[config.mk]
export PLATFORM = sky130hd
export DESIGN_NAME = distance_paced_line_steering_unit
export DESIGN_NICKNAME = d
export VERILOG_FILES = /design/src/sv/dpls_pkg.sv /design/src/sv/distance_paced_line_steering_unit.sv
export SDC_FILE = /design/constraint.sdc
export NUM_CORES = 1
export LEC_CHECK = 0
export ABC_AREA = 0
export BUFFER_PORTS_ARGS = -buffer_cell sky130_fd_sc_hd__buf_2
export CAP_MARGIN = 20
export CORE_ASPECT_RATIO = 0.5
export CORE_UTILIZATION = 40
export CTS_CLUSTER_SIZE = 8
export DETAILED_ROUTE_END_ITERATION = 8
export GPL_ROUTABILITY_DRIVEN = 0
export PLACE_DENSITY = 0.62
export SYNTH_ARGS = -nofsm -noshare
export SYNTH_HDL_FRONTEND = slang
export SYNTH_SLANG_ARGS = --single-unit
[constraint.sdc]
create_clock -name clk -period 11.45 [get_ports clk]
set_input_delay 1.7175 -clock clk [delete_from_list [all_inputs] [get_ports clk]]
set_output_delay 1.7175 -clock clk [all_outputs]
set_load 0.005 [all_outputs]
[src/sv/dpls_pkg.sv]
// Package for the distance paced line steering unit.
// Holds the register reset values, speed and steering caps and sequencer states.
// No dependencies.
`timescale 1ns / 1ps
`default_nettype none

package dpls_pkg;

    // Configuration register indexes.
    localparam logic [2:0] REG_MODE            = 3'd0;
    localparam logic [2:0] REG_TARGET_POSITION = 3'd1;
    localparam logic [2:0] REG_TARGET_DISTANCE = 3'd2;
    localparam logic [2:0] REG_TOP_SPEED       = 3'd3;
    localparam logic [2:0] REG_BASE_SPEED      = 3'd4;
    localparam logic [2:0] REG_GAIN            = 3'd5;
    localparam logic [2:0] REG_RANGE_CLAMP     = 3'd6;
    localparam logic [2:0] REG_STOP_DISTANCE   = 3'd7;

    // Operating modes.
    localparam logic [1:0] MODE_PLAIN = 2'd0;
    localparam logic [1:0] MODE_LATCH = 2'd1;

    // Reset values of the configuration registers.
    localparam logic [1:0]  RST_MODE            = 2'd0;
    localparam logic [9:0]  RST_TARGET_POSITION = 10'd120;
    localparam logic [9:0]  RST_TARGET_DISTANCE = 10'd320;
    localparam logic [13:0] RST_TOP_SPEED       = 14'd3200;
    localparam logic [13:0] RST_BASE_SPEED      = 14'd0;
    localparam logic [5:0]  RST_GAIN            = 6'd12;
    localparam logic [11:0] RST_RANGE_CLAMP     = 12'd400;
    localparam logic [11:0] RST_STOP_DISTANCE   = 12'd100;

    // Upper caps on the speed (quotient plus base speed) and on the steering term.
    localparam logic signed [28:0] CAP_SPEED_M0  = 29'sd3400;
    localparam logic signed [28:0] CAP_SPEED_M1  = 29'sd5500;
    localparam logic signed [28:0] CAP_SPEED_M2  = 29'sd7000;
    localparam logic signed [17:0] CAP_STEER_M0  = 18'sd1000;
    localparam logic signed [17:0] CAP_STEER_M12 = 18'sd4000;

    // Divider geometry: the product magnitude fits in 27 bits.
    localparam int unsigned DVD_W = 27;
    localparam logic [4:0]  DIV_LAST = 5'(DVD_W - 1);

    // Sequencer states.
    typedef enum logic [3:0] {
        ST_IDLE = 4'b0001,
        ST_MUL  = 4'b0010,
        ST_DIV  = 4'b0100,
        ST_FIN  = 4'b1000
    } state_t;

endpackage

`default_nettype wire

[src/sv/distance_paced_line_steering_unit.sv]
// Top level of the distance paced line steering unit.
// Uses dpls_pkg for register defaults, caps and sequencer states.
// Contains the config registers, one multiply step and a serial divider.
`timescale 1ns / 1ps
`default_nettype none

// Channel   Direction  Handshake              Payload
// in        input      in_valid / in_ready    line_position, range_sample,
//                                             run_enable, straight_override
// out       output     out_valid / out_ready  left_speed, right_speed, stopped
// cfg       input      cfg_we                 cfg_index, cfg_data
//
// One item occupies the sequencer from acceptance until its result is loaded:
// the accepting cycle captures and clamps, then a multiply step, the restoring
// divider by target_distance and a final step to cap, steer and saturate. The
// next item is taken only after that, as in_ready is high only while the sequencer
// idles. A finished result waits in the output register; the sequencer holds
// its last step while the output register is full and out_ready is low.
// Reset clears control state and the track latch.

module distance_paced_line_steering_unit
    import dpls_pkg::*;
(
    input  wire logic               clk,
    input  wire logic               rst_n,
    input  wire logic               in_valid,
    output logic                    in_ready,
    input  wire logic [9:0]         line_position,
    input  wire logic [11:0]        range_sample,
    input  wire logic               run_enable,
    input  wire logic               straight_override,
    output logic                    out_valid,
    input  wire logic               out_ready,
    output logic signed [15:0]      left_speed,
    output logic signed [15:0]      right_speed,
    output logic                    stopped,
    input  wire logic               cfg_we,
    input  wire logic [2:0]         cfg_index,
    input  wire logic [13:0]        cfg_data
);

    // Configuration registers.
    logic [1:0]  mode_reg;
    logic [9:0]  target_position_reg;
    logic [9:0]  target_distance_reg;
    logic [13:0] top_speed_reg;
    logic [13:0] base_speed_reg;
    logic [5:0]  gain_reg;
    logic [11:0] range_clamp_reg;
    logic [11:0] stop_distance_reg;

    // Sequencer and per-item state.
    state_t      state_reg, state_next;
    logic        track_latch_reg;
    logic [11:0] r_reg;
    logic [9:0]  line_reg;
    logic [9:0]  div_reg;
    logic [13:0] base_eff_reg;
    logic        stop_reg;
    logic        straight_reg;
    logic        neg_reg;
    logic [DVD_W-1:0] dvd_reg;
    logic [9:0]  rem_reg;
    logic [4:0]  cnt_reg;
    logic signed [17:0] steer_reg;

    // Output register.
    logic               out_valid_reg;
    logic signed [15:0] left_reg;
    logic signed [15:0] right_reg;
    logic               stopped_reg;

    logic in_fire;
    logic out_load;

    assign in_ready  = (state_reg == ST_IDLE);
    assign in_fire   = in_valid && in_ready;
    assign out_valid = out_valid_reg;
    assign left_speed  = left_reg;
    assign right_speed = right_reg;
    assign stopped     = stopped_reg;

    // Configuration writes.
    always_ff @(posedge clk or negedge rst_n)
    begin
        if (!rst_n)
        begin
            mode_reg            <= RST_MODE;
            target_position_reg <= RST_TARGET_POSITION;
            target_distance_reg <= RST_TARGET_DISTANCE;
            top_speed_reg       <= RST_TOP_SPEED;
            base_speed_reg      <= RST_BASE_SPEED;
            gain_reg            <= RST_GAIN;
            range_clamp_reg     <= RST_RANGE_CLAMP;
            stop_distance_reg   <= RST_STOP_DISTANCE;
        end
        else if (cfg_we)
        begin
            unique case (cfg_index)
                REG_MODE:            mode_reg            <= cfg_data[1:0];
                REG_TARGET_POSITION: target_position_reg <= cfg_data[9:0];
                REG_TARGET_DISTANCE: target_distance_reg <= cfg_data[9:0];
                REG_TOP_SPEED:       top_speed_reg       <= cfg_data;
                REG_BASE_SPEED:      base_speed_reg      <= cfg_data;
                REG_GAIN:            gain_reg            <= cfg_data[5:0];
                REG_RANGE_CLAMP:     range_clamp_reg     <= cfg_data[11:0];
                REG_STOP_DISTANCE:   stop_distance_reg   <= cfg_data[11:0];
                default:             ;
            endcase
        end
    end

    // Range clamp, latch update and stop decision at acceptance.
    logic        latched_mode;
    logic [11:0] lim;
    logic [11:0] r_in;
    logic        latch_set;
    logic        stop_in;

    always_comb
    begin
        latched_mode = (mode_reg != MODE_PLAIN);
        lim = (latched_mode && track_latch_reg) ? {2'b00, target_distance_reg}
                                                : range_clamp_reg;
        r_in = (range_sample > lim) ? lim : range_sample;
        latch_set = latched_mode && (r_in < {2'b00, target_distance_reg});
        stop_in = !run_enable || (r_in < stop_distance_reg);
    end

    // Multiply step: scaled range product and steering product.
    logic signed [14:0] speed_diff;
    logic signed [27:0] prod;
    logic signed [10:0] pos_err;
    logic signed [17:0] steer_prod;
    logic [27:0]        prod_mag;

    always_comb
    begin
        speed_diff = signed'({1'b0, top_speed_reg}) - signed'({1'b0, base_eff_reg});
        prod       = signed'({16'd0, r_reg}) * 28'(speed_diff);
        prod_mag   = prod[27] ? 28'(-prod) : 28'(prod);
        pos_err    = signed'({1'b0, target_position_reg}) - signed'({1'b0, line_reg});
        steer_prod = signed'({12'd0, gain_reg}) * 18'(pos_err);
    end

    // One restoring divider step.
    logic [10:0] rem_shift;
    logic        q_bit;
    logic [10:0] rem_sub;

    always_comb
    begin
        rem_shift = {rem_reg, dvd_reg[DVD_W-1]};
        rem_sub   = rem_shift - {1'b0, div_reg};
        q_bit     = (rem_shift >= {1'b0, div_reg});
    end

    // Final step: sign, offset, caps, saturation and the stop and straight selections.
    logic signed [28:0] quot;
    logic signed [28:0] speed;
    logic signed [28:0] cap_speed;
    logic signed [17:0] cap_steer;
    logic signed [17:0] steer;
    logic signed [29:0] sum_l;
    logic signed [29:0] sum_r;
    logic signed [15:0] left_fin;
    logic signed [15:0] right_fin;

    function automatic logic signed [15:0] sat16(input logic signed [29:0] v);
        logic signed [15:0] res;
        begin
            if (v > 30'sd32767)
                res = 16'sh7FFF;
            else if (v < -30'sd32768)
                res = 16'sh8000;
            else
                res = v[15:0];
            return res;
        end
    endfunction

    always_comb
    begin
        quot  = neg_reg ? -signed'({2'b00, dvd_reg}) : signed'({2'b00, dvd_reg});
        speed = quot + signed'({15'd0, base_eff_reg});
        if (mode_reg == MODE_PLAIN)
            cap_speed = CAP_SPEED_M0;
        else if (mode_reg == MODE_LATCH)
            cap_speed = CAP_SPEED_M1;
        else
            cap_speed = CAP_SPEED_M2;
        cap_steer = (mode_reg == MODE_PLAIN) ? CAP_STEER_M0 : CAP_STEER_M12;
        if (speed > cap_speed)
            speed = cap_speed;
        steer = (steer_reg > cap_steer) ? cap_steer : steer_reg;
        sum_l = 30'(speed) + 30'(steer);
        sum_r = 30'(speed) - 30'(steer);
        if (stop_reg)
        begin
            left_fin  = '0;
            right_fin = '0;
        end
        else if (straight_reg)
        begin
            left_fin  = signed'({2'b00, top_speed_reg});
            right_fin = signed'({2'b00, top_speed_reg});
        end
        else
        begin
            left_fin  = sat16(sum_l);
            right_fin = sat16(sum_r);
        end
    end

    assign out_load = (state_reg == ST_FIN) && (!out_valid_reg || out_ready);

    // Sequencer next state.
    always_comb
    begin
        state_next = state_reg;
        unique case (state_reg)
            ST_IDLE: if (in_fire) state_next = ST_MUL;
            ST_MUL:  state_next = ST_DIV;
            ST_DIV:  if (cnt_reg == DIV_LAST) state_next = ST_FIN;
            ST_FIN:  if (out_load) state_next = ST_IDLE;
            default: state_next = ST_IDLE;
        endcase
    end

    // Control state.
    always_ff @(posedge clk or negedge rst_n)
    begin
        if (!rst_n)
        begin
            state_reg       <= ST_IDLE;
            track_latch_reg <= 1'b0;
            out_valid_reg   <= 1'b0;
            cnt_reg         <= '0;
        end
        else
        begin
            state_reg <= state_next;
            if (in_fire && latch_set)
                track_latch_reg <= 1'b1;
            if (out_load)
                out_valid_reg <= 1'b1;
            else if (out_ready)
                out_valid_reg <= 1'b0;
            if (state_reg == ST_MUL)
                cnt_reg <= '0;
            else if (state_reg == ST_DIV)
                cnt_reg <= cnt_reg + 5'd1;
        end
    end

    // Datapath registers.
    always_ff @(posedge clk)
    begin
        if (in_fire)
        begin
            r_reg        <= r_in;
            line_reg     <= line_position;
            div_reg      <= (target_distance_reg == 10'd0) ? 10'd1 : target_distance_reg;
            base_eff_reg <= (mode_reg == MODE_PLAIN) ? 14'd0 : base_speed_reg;
            stop_reg     <= stop_in;
            straight_reg <= mode_reg[1] && straight_override;
        end
        if (state_reg == ST_MUL)
        begin
            neg_reg   <= prod[27];
            dvd_reg   <= prod_mag[DVD_W-1:0];
            rem_reg   <= '0;
            steer_reg <= steer_prod;
        end
        if (state_reg == ST_DIV)
        begin
            rem_reg <= q_bit ? rem_sub[9:0] : rem_shift[9:0];
            dvd_reg <= {dvd_reg[DVD_W-2:0], q_bit};
        end
        if (out_load)
        begin
            left_reg    <= left_fin;
            right_reg   <= right_fin;
            stopped_reg <= stop_reg;
        end
    end

endmodule

`default_nettype wire
==> key figures <==
Placement
  • Total of buffers placed on input and output ports: 80
  • Half-perimeter wire length of the detailed placement result: 57500 um

Critical path
  • Largest incremental delay on the critical path: 0.84 ns
  • Standard cell with the maximum stage delay on the critical path: o311ai_0
  • Worst reg-to-reg setup slack: 0.89 ns
  • Most frequent cell on the critical path: fa_1
  • Number of cells on the worst reg-to-reg path: 36
  • Worst setup path start: top_speed_reg[0]
  • Endpoint of the worst-slack reg-to-reg timing path: dvd_reg[26]
  • Type of the setup path with the least slack: reg2reg
  • Worst r2r src: top_speed_reg[0]
  • Required arrival time at the worst endpoint: 11.75 ns
  • Critical Path End Type: flop
  • Worst Path Max Fanout: 16
  • Worst path arrival time: 10.86 ns
  • Launching element type of the critical path: flop

Routing
  • Top layer used by detailed routing: met5
  • Detailed-routed wire length on met2: 32700 um
  • Number of remaining DRC errors: 0
  • DRT iter0 DRCs: 1566
  • Length of the first detailed-routing pass in iterations: 6
  • Number of vias in the routed layout: 21282
  • Met3 wire length: 4220 um
  • Drt wl/cell: 18.4 um
  • Post-detailed-route via-to-cell ratio: 5.46
  • Metal-1 WL: 33500 um
  • Final wirelength: 71900 um
  • Detail Route Antenna Nets: 0

STA
  • Max Clk Rate: 0.0947 GHz
  • Worst Clk Skew: 0.0270 ns
  • Total negative slack for setup checks: 0 ns
  • Part of the cycle the worst path needs: 92.2%
  • Max Slew Vio Count: 0
  • Setup repair after global routing missed its margin: no
  • Number of setup violations in the final report: 0
  • Max-Slew Margin vs Limit: 30.3%
  • Hold violation count in the final report: 0
  • Slew at the pin with the worst max-slew slack: 1.04 ns
  • Min cycle time layout: 10.56 ns

Logic synthesis
  • Async set or reset register ratio after synthesis: 39.9%
  • Synth Cell Area: 0.0269 mm^2
  • Fraction of synthesized cell area in xor and xnor cells: 5.92%
  • Largest family of logic cells by synthesized area: adder cells
  • Post-synthesis cell type count: 89
  • Library cell with the largest summed area after synthesis: fa_1
  • Top area cells in the synthesized netlist: fa_1 16%, edfxtp_1 15%, ha_1 12%
  • Sequential cell area fraction in the yosys report: 23.9%
  • Post-synthesis share of cell area spent on and, or, nand and nor gates: 17.3%
  • Synth Register Bits: 228
  • Fraction of synthesized area in multiplexers: 3.97%
  • Gate count of the mapped netlist: 2951
  • Complex-gate fraction of the synthesized area: 13.4%
  • Area share of the leading cell type in the synthesized netlist: 16.5%
  • Syn avg cell area: 9.10 um^2
  • Post-synthesis net count: 3474
  • Count of synthesis-stage warnings from yosys: 0
  • Number of synthesized flops with an enable pin: 137
  • Adder-cell share of the synthesized area: 28.4%
  • Main synth FF type: edfxtp_1

Hold path
  • Endpoint of the worst hold-timing path: div_reg[4]
  • Hold path startpoint: target_distance_reg[4]
  • Path class of the lowest-slack min-delay path: reg2reg
  • Number of cells on the worst hold path: 0

Clock network
  • Clock sink count: 228
  • CTS tree: done
  • Deepest clock path buffer count: 3
  • CTS root buffer: clkbuf_16
  • Clock-pin slew reported for the worst setup and hold paths after clock tree synthesis: 0.07 ns
  • Total CTS buffers: 35
  • Setup repair bufs after CTS: 0
  • Number of instances resized during post-cts repair: 0
  • Post-CTS Hold Buffers: 0
  • CTS H-tree depth: 2
  • Worst skew pair latency: 0.54 ns

Floorplanning
  • Core outline area: 0.0657 mm^2
  • Standard-cell rows: 66
  • Overall die width: 368 um
  • Die ar.: 0.0682 mm^2
  • Starting density of the core: 40.9%
  • Chip height: 185 um
  • I/O Pins: 81

GRT
  • Overall overflow remaining after global route: 0
  • First-pass GRT wire length: 114000 um
  • Overall routing resource usage: 21.0%
  • Number of global-route vias before repair: 20732
  • Largest net degree at the start of global routing: 50
  • Antenna violations before repair: 7

Outcome
  • Run status: completed

Finish
  • Share of layout cells above drive strength 1: 9.81%
  • Fin nets: 3512
  • Flip-flop count of the largest register after layout: 27
  • Layout Area Growth over Synthesis: 9.11%

Flow run
  • Max-cap check violation count: 0
-- metal layers --
metal	vias up	GRT usage (%)
met4	2	4.98
met5	-	0
met3	80	2.62
met1	10522	29.7
li1	10100	-
met2	578	34.2
-- cells by family (layout without fill, tap and decap cells) --
| family | count (synthesis) | after routing |
|---|---|---|
| AND/OR/NAND/NOR | 914 | 914 |
| flip-flops | 228 | 228 |
| AO/OA/AOI/OAI | 553 | 553 |
| other | 0 | 1 |
| adder cells (fa/ha/maj) | 477 | 477 |
| multiplexers | 96 | 96 |
| XOR/XNOR | 179 | 179 |
| buffers and inverters | 504 | 569 |
-- cells in the mapped netlist, types with 7 or more instances --
master,number
inv_1,395
nand2_1,268
ha_1,256
fa_1,221
nor2_1,179
a21oi_1,156
edfxtp_1,137
and2_1,136
xnor2_1,128
o21ai_0,117
clkbuf_1,97
mux2_2,77
dfrtp_1,73
nor2b_1,63
nor3_1,56
xor2_1,49
nand3_1,43
a21o_1,40
nand2b_1,33
o211ai_1,28
nand4_1,25
o21a_1,22
o31ai_1,21
o21bai_1,19
dfstp_2,18
or2_2,18
mux2i_1,17
nor4_1,16
a31oi_1,15
a211oi_1,14
a221o_1,14
a21boi_0,13
or3_1,13
or4_1,12
a2111oi_0,9
a221oi_1,8
nand4b_1,8
buf_1,7
-- critical path, delay by kind of cell (launching register included) --
family / cells / cell delay [ns]
AOI/OAI and AO/OA: 12 / 3.37
buffers and inverters: 6 / 0.54
DFF: 1 / 0.39
muxes: 1 / 0.27
adders and majority gates: 8 / 3.51
xor gates and xnor gates: 1 / 0.36
and+or+nand+nor: 8 / 1.89
-- per-stage QoR --
stage	instance area [um^2]	util, %	instances	hold slack, ns	worst slack [ns]
2_1_floorplan	26900	-	2951	0.428	2.39
3_3_place_gp	28100	42.8	3824	0.432	1.33
3_5_place_dp	28200	42.9	3828	0.438	1.08
4_1_cts	29200	44.5	3892	0.451	0.992
5_1_grt	29300	44.6	3900	0.462	0.295
6_report	29300	44.6	3901	0.450	0.890
-- layout make-up --
| cell class | count | area (um^2) |
|---|---|---|
| multi-input combinational | 2219 | 18600 |
| timing repair buffer | 109 | 644 |
| fill | 6334 | 36300 |
| tap | 884 | 1110 |
| inverter | 396 | 1490 |
| clock buffer | 61 | 1040 |
| clock inverter | 3 | 30.0 |
| sequential | 228 | 6410 |
| antenna | 1 | 2.50 |
-- how the worst max path moves through the flow --
| stage | endpoint | slack [ns] | cells after the start |
|---|---|---|---|
| finish | dvd_reg[26] | 0.89 | 36 |
| global route | right_speed[3] | 0.29 | 33 |
| CTS | right_speed[3] | 0.99 | 32 |
| detailed placement | right_speed[3] | 1.08 | 32 |
| global placement | dvd_reg[26] | 1.33 | 36 |
| floorplan | dvd_reg[26] | 2.39 | 37 |
-- layout by cell type (no fill, tap or decap), types with 13 or more instances in the layout --
cell	Yosys	final
o21ai_0	117	117
xor2_1	49	49
xnor2_1	128	128
or3_1	13	13
o21a_1	22	22
a21oi_1	156	154
edfxtp_1	137	137
nor4_1	16	16
nor2_1	179	179
mux2i_1	17	17
nor2b_1	63	63
ha_1	256	256
nand2b_1	33	33
o211ai_1	28	28
buf_2	2	79
or2_2	18	18
buf_4	0	28
inv_1	395	395
a221o_1	14	14
dfrtp_1	73	73
and2_1	136	135
fa_1	221	221
a31oi_1	15	15
a211oi_1	14	14
nor3_1	56	55
a21boi_0	13	13
o31ai_1	21	21
a21o_1	40	40
o21bai_1	19	19
clkbuf_16	0	37
nand4_1	25	25
clkbuf_1	97	22
nand2_1	268	268
mux2_2	77	77
nand3_1	43	43
dfstp_2	18	18
Power is not shown: default switching activity piles up to over one toggle a cycle in this logic, so the estimate is an artifact.
